## src/rtl/irpdt_pkg.sv

```systemverilog
`default_nettype none

package irpdt_pkg;

    // Bits sent per message, and the width of the loaded code word
    localparam int MESSAGE_BITS_DEFAULT = 16;
    localparam int MSG_WIDTH            = 16;

    localparam int CFG_IDX_WIDTH  = 3;
    localparam int CFG_DATA_WIDTH = 16;

    localparam logic [7:0]  CARRIER_HALF_RST = 8'd13;
    localparam logic [9:0]  ONE_MARK_RST     = 10'd61;
    localparam logic [9:0]  ZERO_MARK_RST    = 10'd30;
    localparam logic [15:0] ONE_SPACE_RST    = 16'd800;
    localparam logic [15:0] ZERO_SPACE_RST   = 16'd1600;

    typedef enum logic [CFG_IDX_WIDTH-1:0] {
        CFG_CARRIER_HALF = 3'd0,
        CFG_ONE_MARK     = 3'd1,
        CFG_ZERO_MARK    = 3'd2,
        CFG_ONE_SPACE    = 3'd3,
        CFG_ZERO_SPACE   = 3'd4
    } t_cfg_idx;

    typedef struct packed {
        logic [7:0]  carrier_half;
        logic [9:0]  one_mark;
        logic [9:0]  zero_mark;
        logic [15:0] one_space;
        logic [15:0] zero_space;
    } t_cfg;

    // Timing loaded when a bit phase is entered
    typedef struct packed {
        logic        in_space;
        logic [9:0]  periods;
        logic [15:0] space;
    } t_phase;

endpackage

`default_nettype wire

```

## src/rtl/ir_pulse_distance_transmitter.sv

```systemverilog
`default_nettype none

// Pulse distance IR sender: every transfer on the input channel is either a start (loads a
// code word, sent from bit 15 downwards) or one microsecond tick, and yields exactly one
// result giving the LED level for that tick, whether a message is still going and whether
// this tick ended it. One item is taken every clock cycle unless a result waits on i_out_ready;
// a result is offered once its item has passed the input register, then the result register;
// each item updates the bit timing counters and finds the next non-empty bit phase in the same
// cycle. Starts that arrive while a message is going are dropped. Configuration is written by the
// user through i_cfg_we / i_cfg_idx / i_cfg_data only while no item is in flight; it is not enforced.
module ir_pulse_distance_transmitter #(
    parameter int MESSAGE_BITS = irpdt_pkg::MESSAGE_BITS_DEFAULT
) (
    input  wire logic                                 i_clk,
    input  wire logic                                 i_rst_n,
    input  wire logic                                 i_cfg_we,
    input  wire logic [irpdt_pkg::CFG_IDX_WIDTH-1:0]  i_cfg_idx,
    input  wire logic [irpdt_pkg::CFG_DATA_WIDTH-1:0] i_cfg_data,
    input  wire logic                                 i_in_valid,
    output logic                                      o_in_ready,
    input  wire logic                                 i_op,
    input  wire logic [irpdt_pkg::MSG_WIDTH-1:0]      i_message,
    output logic                                      o_out_valid,
    input  wire logic                                 i_out_ready,
    output logic                                      o_led_on,
    output logic                                      o_busy_res,
    output logic                                      o_finished
);

    localparam int IDX_W = (MESSAGE_BITS > 1) ? $clog2(MESSAGE_BITS) : 1;

    irpdt_pkg::t_cfg r_cfg;

    logic                               r_in_valid;
    logic                               r_in_op;
    logic [irpdt_pkg::MSG_WIDTH-1:0]    r_in_message;

    logic [MESSAGE_BITS-1:0] r_word,     n_word;
    logic [IDX_W-1:0]        r_idx,      n_idx;
    logic                    r_in_space, n_in_space;
    logic [9:0]              r_periods,  n_periods;
    logic [7:0]              r_half_cnt, n_half_cnt;
    logic                    r_level,    n_level;
    logic [15:0]             r_space,    n_space;
    logic                    r_sending,  n_sending;

    logic                    r_out_valid;
    logic                    r_out_led;
    logic                    r_out_busy;
    logic                    r_out_fin;

    logic                    advance;
    logic                    start_go;
    logic [MESSAGE_BITS-1:0] word_new;
    logic [MESSAGE_BITS-1:0] settle_word;
    logic [IDX_W:0]          settle_from;
    logic                    settle_found;
    logic [IDX_W-1:0]        settle_idx;
    irpdt_pkg::t_phase       settle_phase;
    logic [7:0]              half;
    logic [7:0]              half_cnt_inc;
    logic [9:0]              periods_dec;
    logic [15:0]             space_dec;
    logic [15:0]             space_sel;
    logic                    enter;
    logic                    led;
    logic                    fin;

    // ---------------- configuration ----------------
    always_ff @(posedge i_clk) begin
        if (!i_rst_n) begin
            r_cfg.carrier_half <= irpdt_pkg::CARRIER_HALF_RST;
            r_cfg.one_mark     <= irpdt_pkg::ONE_MARK_RST;
            r_cfg.zero_mark    <= irpdt_pkg::ZERO_MARK_RST;
            r_cfg.one_space    <= irpdt_pkg::ONE_SPACE_RST;
            r_cfg.zero_space   <= irpdt_pkg::ZERO_SPACE_RST;
        end else if (i_cfg_we) begin
            unique case (irpdt_pkg::t_cfg_idx'(i_cfg_idx))
                irpdt_pkg::CFG_CARRIER_HALF: r_cfg.carrier_half <= i_cfg_data[7:0];
                irpdt_pkg::CFG_ONE_MARK:     r_cfg.one_mark     <= i_cfg_data[9:0];
                irpdt_pkg::CFG_ZERO_MARK:    r_cfg.zero_mark    <= i_cfg_data[9:0];
                irpdt_pkg::CFG_ONE_SPACE:    r_cfg.one_space    <= i_cfg_data;
                irpdt_pkg::CFG_ZERO_SPACE:   r_cfg.zero_space   <= i_cfg_data;
                default: ;
            endcase
        end
    end

    // ---------------- input register ----------------
    assign advance    = r_in_valid && (!r_out_valid || i_out_ready);
    assign o_in_ready = !r_in_valid || advance;

    always_ff @(posedge i_clk) begin
        if (!i_rst_n) begin
            r_in_valid <= 1'b0;
        end else if (o_in_ready) begin
            r_in_valid <= i_in_valid;
        end
    end

    always_ff @(posedge i_clk) begin
        if (i_in_valid && o_in_ready) begin
            r_in_op      <= i_op;
            r_in_message <= i_message;
        end
    end

    // ---------------- phase search ----------------
    // Word held in send order: entry k is the k-th bit to go out, zeros past the code word
    always_comb begin
        word_new = '0;
        for (int k = 0; k < MESSAGE_BITS; k++) begin
            if (k < irpdt_pkg::MSG_WIDTH) begin
                word_new[k] = r_in_message[irpdt_pkg::MSG_WIDTH-1-k];
            end
        end
    end

    assign start_go    = r_in_op && !r_sending;
    assign settle_word = start_go ? word_new : r_word;
    assign settle_from = start_go ? '0 : ({1'b0, r_idx} + (IDX_W+1)'(1));

    irpdt_settle #(
        .MESSAGE_BITS (MESSAGE_BITS)
    ) u_settle (
        .i_word  (settle_word),
        .i_from  (settle_from),
        .i_cfg   (r_cfg),
        .o_found (settle_found),
        .o_idx   (settle_idx),
        .o_phase (settle_phase)
    );

    // ---------------- tick processing ----------------
    assign half         = (r_cfg.carrier_half == '0) ? 8'd1 : r_cfg.carrier_half;
    assign half_cnt_inc = r_half_cnt + 8'd1;
    assign periods_dec  = r_periods - 10'd1;
    assign space_dec    = r_space - 16'd1;
    assign space_sel    = r_word[r_idx] ? r_cfg.one_space : r_cfg.zero_space;

    always_comb begin
        n_word     = r_word;
        n_idx      = r_idx;
        n_in_space = r_in_space;
        n_periods  = r_periods;
        n_half_cnt = r_half_cnt;
        n_level    = r_level;
        n_space    = r_space;
        n_sending  = r_sending;
        enter      = 1'b0;
        led        = 1'b0;
        fin        = 1'b0;

        if (advance) begin
            if (r_in_op) begin
                if (!r_sending) begin
                    n_word    = word_new;
                    n_sending = 1'b1;
                    enter     = 1'b1;
                end
            end else if (r_sending) begin
                if (r_in_space) begin
                    n_space = space_dec;
                    if (space_dec == '0) begin
                        enter = 1'b1;
                    end
                end else begin
                    led = r_level;
                    if (half_cnt_inc >= half) begin
                        n_half_cnt = '0;
                        if (r_level) begin
                            n_level = 1'b0;
                        end else begin
                            n_level   = 1'b1;
                            n_periods = periods_dec;
                            // end of the mark: drop to the space, or skip an empty one
                            if (periods_dec == '0) begin
                                n_level = 1'b0;
                                if (space_sel != '0) begin
                                    n_in_space = 1'b1;
                                    n_space    = space_sel;
                                end else begin
                                    enter = 1'b1;
                                end
                            end
                        end
                    end else begin
                        n_half_cnt = half_cnt_inc;
                    end
                end
            end

            if (enter) begin
                if (settle_found) begin
                    n_idx      = settle_idx;
                    n_in_space = settle_phase.in_space;
                    if (settle_phase.in_space) begin
                        n_space = settle_phase.space;
                    end else begin
                        n_periods  = settle_phase.periods;
                        n_half_cnt = '0;
                        n_level    = 1'b1;
                    end
                end else begin
                    n_sending  = 1'b0;
                    n_in_space = 1'b0;
                    n_periods  = '0;
                    n_half_cnt = '0;
                    n_level    = 1'b0;
                    n_space    = '0;
                    fin        = 1'b1;
                end
            end
        end
    end

    always_ff @(posedge i_clk) begin
        if (!i_rst_n) begin
            r_word     <= '0;
            r_idx      <= '0;
            r_in_space <= 1'b0;
            r_periods  <= '0;
            r_half_cnt <= '0;
            r_level    <= 1'b0;
            r_space    <= '0;
            r_sending  <= 1'b0;
        end else begin
            r_word     <= n_word;
            r_idx      <= n_idx;
            r_in_space <= n_in_space;
            r_periods  <= n_periods;
            r_half_cnt <= n_half_cnt;
            r_level    <= n_level;
            r_space    <= n_space;
            r_sending  <= n_sending;
        end
    end

    // ---------------- result register ----------------
    always_ff @(posedge i_clk) begin
        if (!i_rst_n) begin
            r_out_valid <= 1'b0;
        end else if (advance) begin
            r_out_valid <= 1'b1;
        end else if (i_out_ready) begin
            r_out_valid <= 1'b0;
        end
    end

    always_ff @(posedge i_clk) begin
        if (advance) begin
            r_out_led  <= led;
            r_out_busy <= n_sending;
            r_out_fin  <= fin;
        end
    end

    assign o_out_valid = r_out_valid;
    assign o_led_on    = r_out_led;
    assign o_busy_res  = r_out_busy;
    assign o_finished  = r_out_fin;

    // ---------------- assertions ----------------
    a_fin_not_busy : assert property (@(posedge i_clk) disable iff (!i_rst_n)
        (o_out_valid && o_finished) |-> !o_busy_res)
        else $error("finished reported while still busy");

    a_led_only_busy : assert property (@(posedge i_clk) disable iff (!i_rst_n)
        (o_out_valid && o_led_on) |-> o_busy_res)
        else $error("LED driven on a tick that left the sender idle");

    a_idle_quiet : assert property (@(posedge i_clk) disable iff (!i_rst_n)
        !r_sending |-> (!r_in_space && !r_level))
        else $error("phase state left over while idle");

endmodule

`default_nettype wire

```

## src/rtl/irpdt_settle.sv

```systemverilog
`default_nettype none

// Finds the first bit at or after i_from whose mark or space is not empty,
// and gives the phase that bit starts with.
module irpdt_settle #(
    parameter  int MESSAGE_BITS = irpdt_pkg::MESSAGE_BITS_DEFAULT,
    localparam int IDX_W        = (MESSAGE_BITS > 1) ? $clog2(MESSAGE_BITS) : 1
) (
    input  wire logic [MESSAGE_BITS-1:0] i_word,
    input  wire logic [IDX_W:0]          i_from,
    input  wire irpdt_pkg::t_cfg         i_cfg,
    output logic                         o_found,
    output logic [IDX_W-1:0]             o_idx,
    output irpdt_pkg::t_phase            o_phase
);

    logic                    empty_one;
    logic                    empty_zero;
    logic [MESSAGE_BITS-1:0] cand;
    logic [IDX_W-1:0]        pos;
    logic                    cur_bit;
    logic [9:0]              marks;

    assign empty_one  = (i_cfg.one_mark == '0) && (i_cfg.one_space == '0);
    assign empty_zero = (i_cfg.zero_mark == '0) && (i_cfg.zero_space == '0);

    always_comb begin
        for (int k = 0; k < MESSAGE_BITS; k++) begin
            cand[k] = ((IDX_W+1)'(k) >= i_from) && (i_word[k] ? !empty_one : !empty_zero);
        end
    end

    // Lowest candidate wins
    always_comb begin
        pos = '0;
        for (int k = MESSAGE_BITS - 1; k >= 0; k--) begin
            if (cand[k]) begin
                pos = IDX_W'(k);
            end
        end
    end

    assign cur_bit = i_word[pos];
    assign marks   = cur_bit ? i_cfg.one_mark : i_cfg.zero_mark;

    assign o_found          = |cand;
    assign o_idx            = pos;
    assign o_phase.in_space = (marks == '0);
    assign o_phase.periods  = marks;
    assign o_phase.space    = cur_bit ? i_cfg.one_space : i_cfg.zero_space;

endmodule

`default_nettype wire
```

## config.mk

```make
export PLATFORM = sky130hd
export DESIGN_NAME = ir_pulse_distance_transmitter
export DESIGN_NICKNAME = d
export VERILOG_FILES = /design/src/rtl/irpdt_pkg.sv /design/src/rtl/ir_pulse_distance_transmitter.sv /design/src/rtl/irpdt_settle.sv
export SDC_FILE = /design/constraint.sdc
export NUM_CORES = 1
export LEC_CHECK = 0
export ABC_AREA = 0
export BUFFER_PORTS_ARGS = -buffer_cell sky130_fd_sc_hd__buf_4
export CAP_MARGIN = 20
export CORE_UTILIZATION = 43
export DETAILED_ROUTE_END_ITERATION = 8
export GPL_ROUTABILITY_DRIVEN = 0
export PLACE_DENSITY_LB_ADDON = 0.1
export REMOVE_ABC_BUFFERS = 1
export SLEW_MARGIN = 25
export SYNTH_ARGS = -nofsm -noshare
export SYNTH_HDL_FRONTEND = slang
export SYNTH_SLANG_ARGS = --single-unit
```

## constraint.sdc

```tcl
create_clock -name i_clk -period 4.9 [get_ports i_clk]
set_clock_uncertainty 0.05 [all_clocks]
set_input_delay 0.735 -clock i_clk [delete_from_list [all_inputs] [get_ports i_clk]]
set_output_delay 0.735 -clock i_clk [all_outputs]
set_load 0.005 [all_outputs]
```

==> impl_metrics.ini <==
[floorplan]
coreArea_sq_um = 19700
start_util = 0.443
fp.dieW_microns = 144
die-area_sq_um = 20800
io_pins = 46
die_h_microns = 144
rows = 51

[cts]
cts_sinks = 139
path_clk_slew_ns = 0.07
clock_latency_ns = 0.43
cts_root_buffer = clkbuf_16
cts_made_buffers = 17
cts_htree_levels = 4
ctsHoldBuffers = 0
cts_tree = yes
cts_buffer_depth = 2

[detailed_routing]
num_vias = 8255
via_per_inst = 5.87
drc = 0
drtPass1Iterations = 6
routedWlPerCell_microns = 18.4
drtAntennaViolNets = 0
wl_microns = 25800
initialDrtViolationCount = 671

[critical_path]
worstPathCellList = or4_1 -> or3_4 -> or3_4 -> a2111oi_4 -> o2111ai_2 -> and4_1 -> o21ai_2 -> a2111o_1 -> nand4_1 -> a221oi_4 -> mux2_4 -> o21ba_2 -> nor2_2 -> buf_4 -> a221o_1
crit_type = reg2reg
required_ns = 5.16
cpMaxStageDelayCell = or4_1
ff2ff_setup_slack_ns = 0.18
slowest_delay_ns = 0.60
cpMostUsedCell = or3_4
cp-end-kind = flop
critPathLaunchType = flop
crit_fanout = 13
crit_arrival_ns = 4.99

[sta]
max_freq_mhz = 212
relSlewSlack = 0.368
maxSlewViolCount = 0
hold_slack_ns = 0.411
finalSetupViolations = 0
fin_crit_sh = 0.964
setup_ws_ns = 0.177
finalHoldViolCount = 0
timing.setup.tns_ns = 0
period_minus_slack_ns = 4.72
tightest_slew_ns = 0.948
rsz0062_at_grt = no

[layout]
drive_gt1_frac = 0.143
mostFrequentLayoutCell = nand2_1
final_cell_mix = nand2_1, dfxtp_1, a21oi_1
fin_cells = 1407
n_antenna_cell = 0
nNetsFinal = 1187
fin_util = 0.510
n_fill_cell = 1932
syn_to_final_growth_pct = 15.0

[power_and_ir_drop]
p_comb_frac = 0.126
p_int_w = 0.00203
powerDensity_nw_per_um2 = 287
max-vdd-ir-drop_uv = 243
clock_power_share = 0.449
leakagePower_nw = 3.65
p_sw_w = 0.000854
pwr-share-seq = 0.425
switching_share = 0.296

[worst_hold_path]
hold_path_class = reg2reg

[place]
portBuffers = 45
place_ws_ns = 0.129
dpl.hpwl_microns = 18400
dp.cells = 1374

[global_routing]
grt_pass1_wl_microns = 41100
antenna_found_initial = 0
overflow = 0
grt_max_degree = 81
grt_pass1_vias = 7424
track_usage = 0.258

[synthesis]
ys_async_sr_fraction = 0
yosysTopAreaCellShare = 0.274
synth_ff_type = dfxtp_1
synthTopCellsByArea = dfxtp_1, nand2_1, edfxtp_1, mux2i_1, a21oi_1
yosysTopAreaCell = dfxtp_1
synth_edf_count = 20
ys_ff_latch = 139
yosys_warnings = 0
avgSynthCellArea_sq_um = 7.87
netlist_instances = 1107
seq_area_frac_synth = 0.343
yosysUniqueCellTypes = 87
synthesis.area_sq_um = 8710

[outcome]
status = finished clean

[run]
drv_cap = 0
-- worst max-delay path: cells and delay by family, from the launching register on --
kind | cells | cell delay (ns)
AND/OR/NAND/NOR | 6 | 1.88
buffers and inverters | 1 | 0.22
multiplexers | 1 | 0.29
flip-flops | 1 | 0.32
AO/OA/AOI/OAI | 7 | 1.86
-- final cells by class --
class                      count  area, sq um  share of cell area
inverter                      20         75.1             0.00750
timing repair buffer          78          598              0.0597
multi-input combinational    873         5430               0.542
tap                          265          332              0.0331
sequential                   139         2980               0.298
clock buffer                  17          425              0.0425
clock inverter                15          171              0.0171
-- Yosys cell counts (all sizes together) (6+ instances only) --
cell type,number
nor2b,11
nor2,91
edfxtp,20
nand2,209
xor2,6
o211ai,10
a211oi,9
inv,20
o31ai,6
a22oi,9
ha,17
dfxtp,119
a221o,12
clkbuf,61
o21ai,31
nand2b,17
a31oi,17
and3,11
nor3,31
mux2,9
xnor2,10
and2,8
o22ai,10
or3,12
a21oi,98
nand3,58
or4,6
mux2i,57
buf,14
nor4,16
o221a,9
-- state kept, by name (all words and copies together), names as in the netlist --
signal and count:
r_in_valid 1, o_finished 1, o_led_on 1, o_out_valid 1
r_cfg 60, r_idx 4, r_word 16, r_sending 1
r_space 16, r_in_op 1, r_in_space 1, r_half_cnt 8
o_busy_res 1, r_level 1, r_in_message 16, r_periods 10
-- metal layers --
| layer | routed length, microns | up-vias | GRT usage |
|---|---|---|---|
| li1 | - | 4091 | - |
| met1 | 12400 | 3915 | 0.367 |
| met2 | 11900 | 222 | 0.397 |
| met3 | 1170 | 27 | 0.0444 |
| met4 | 378 | 0 | 0.0748 |
| met5 | 0 | - | 0 |
-- power groups by stage --
stage | Combinational [W] | Clock, W | Sequential, W
2_1_floorplan | 0.000220 | 0 | 0.00124
3_3_place_gp | 0.000356 | 0 | 0.00125
3_5_place_dp | 0.000355 | 0 | 0.00125
4_1_cts | 0.000357 | 0.00132 | 0.00122
5_1_grt | 0.000395 | 0.00137 | 0.00123
6_report | 0.000362 | 0.00129 | 0.00122
-- final timing paths --
check / startpoint / endpoint / cells after the start
max: r_cfg[51] / r_space[12] / 15
min: r_cfg[59] / r_cfg[59] / 2
max reg2reg: r_cfg[51] / r_space[12] / 15
min reg2reg: r_cfg[59] / r_cfg[59] / 2
-- stage by stage --
| stage | power, W | cell area [sq um] |
|---|---|---|
| final | 0.00288 | 10000 |
| after global placement | 0.00160 | 9340 |
| after detailed placement | 0.00160 | 9340 |
| after global routing | 0.00299 | 10000 |
| after CTS | 0.00290 | 9940 |
| after floorplan | 0.00146 | 8400 |
-- cell families after synthesis --
logic type                 count (synthesis)  share of synthesized area
xor gates and xnor gates                  16                     0.0161
buffers and inverters                     95                     0.0440
DFF                                      139                      0.343
adders and majority gates                 17                     0.0244
muxes                                     71                     0.0905
AOI/OAI and AO/OA                        274                      0.218
and+or+nand+nor                          495                      0.264
-- timing repair --
action	CTS	global route
gates resized for setup	0	13
buffers inserted	0	1
endpoints found under the hold margin	0	0
setup endpoints to repair	0	31
Note: power is estimated with default switching activity, not from simulation.
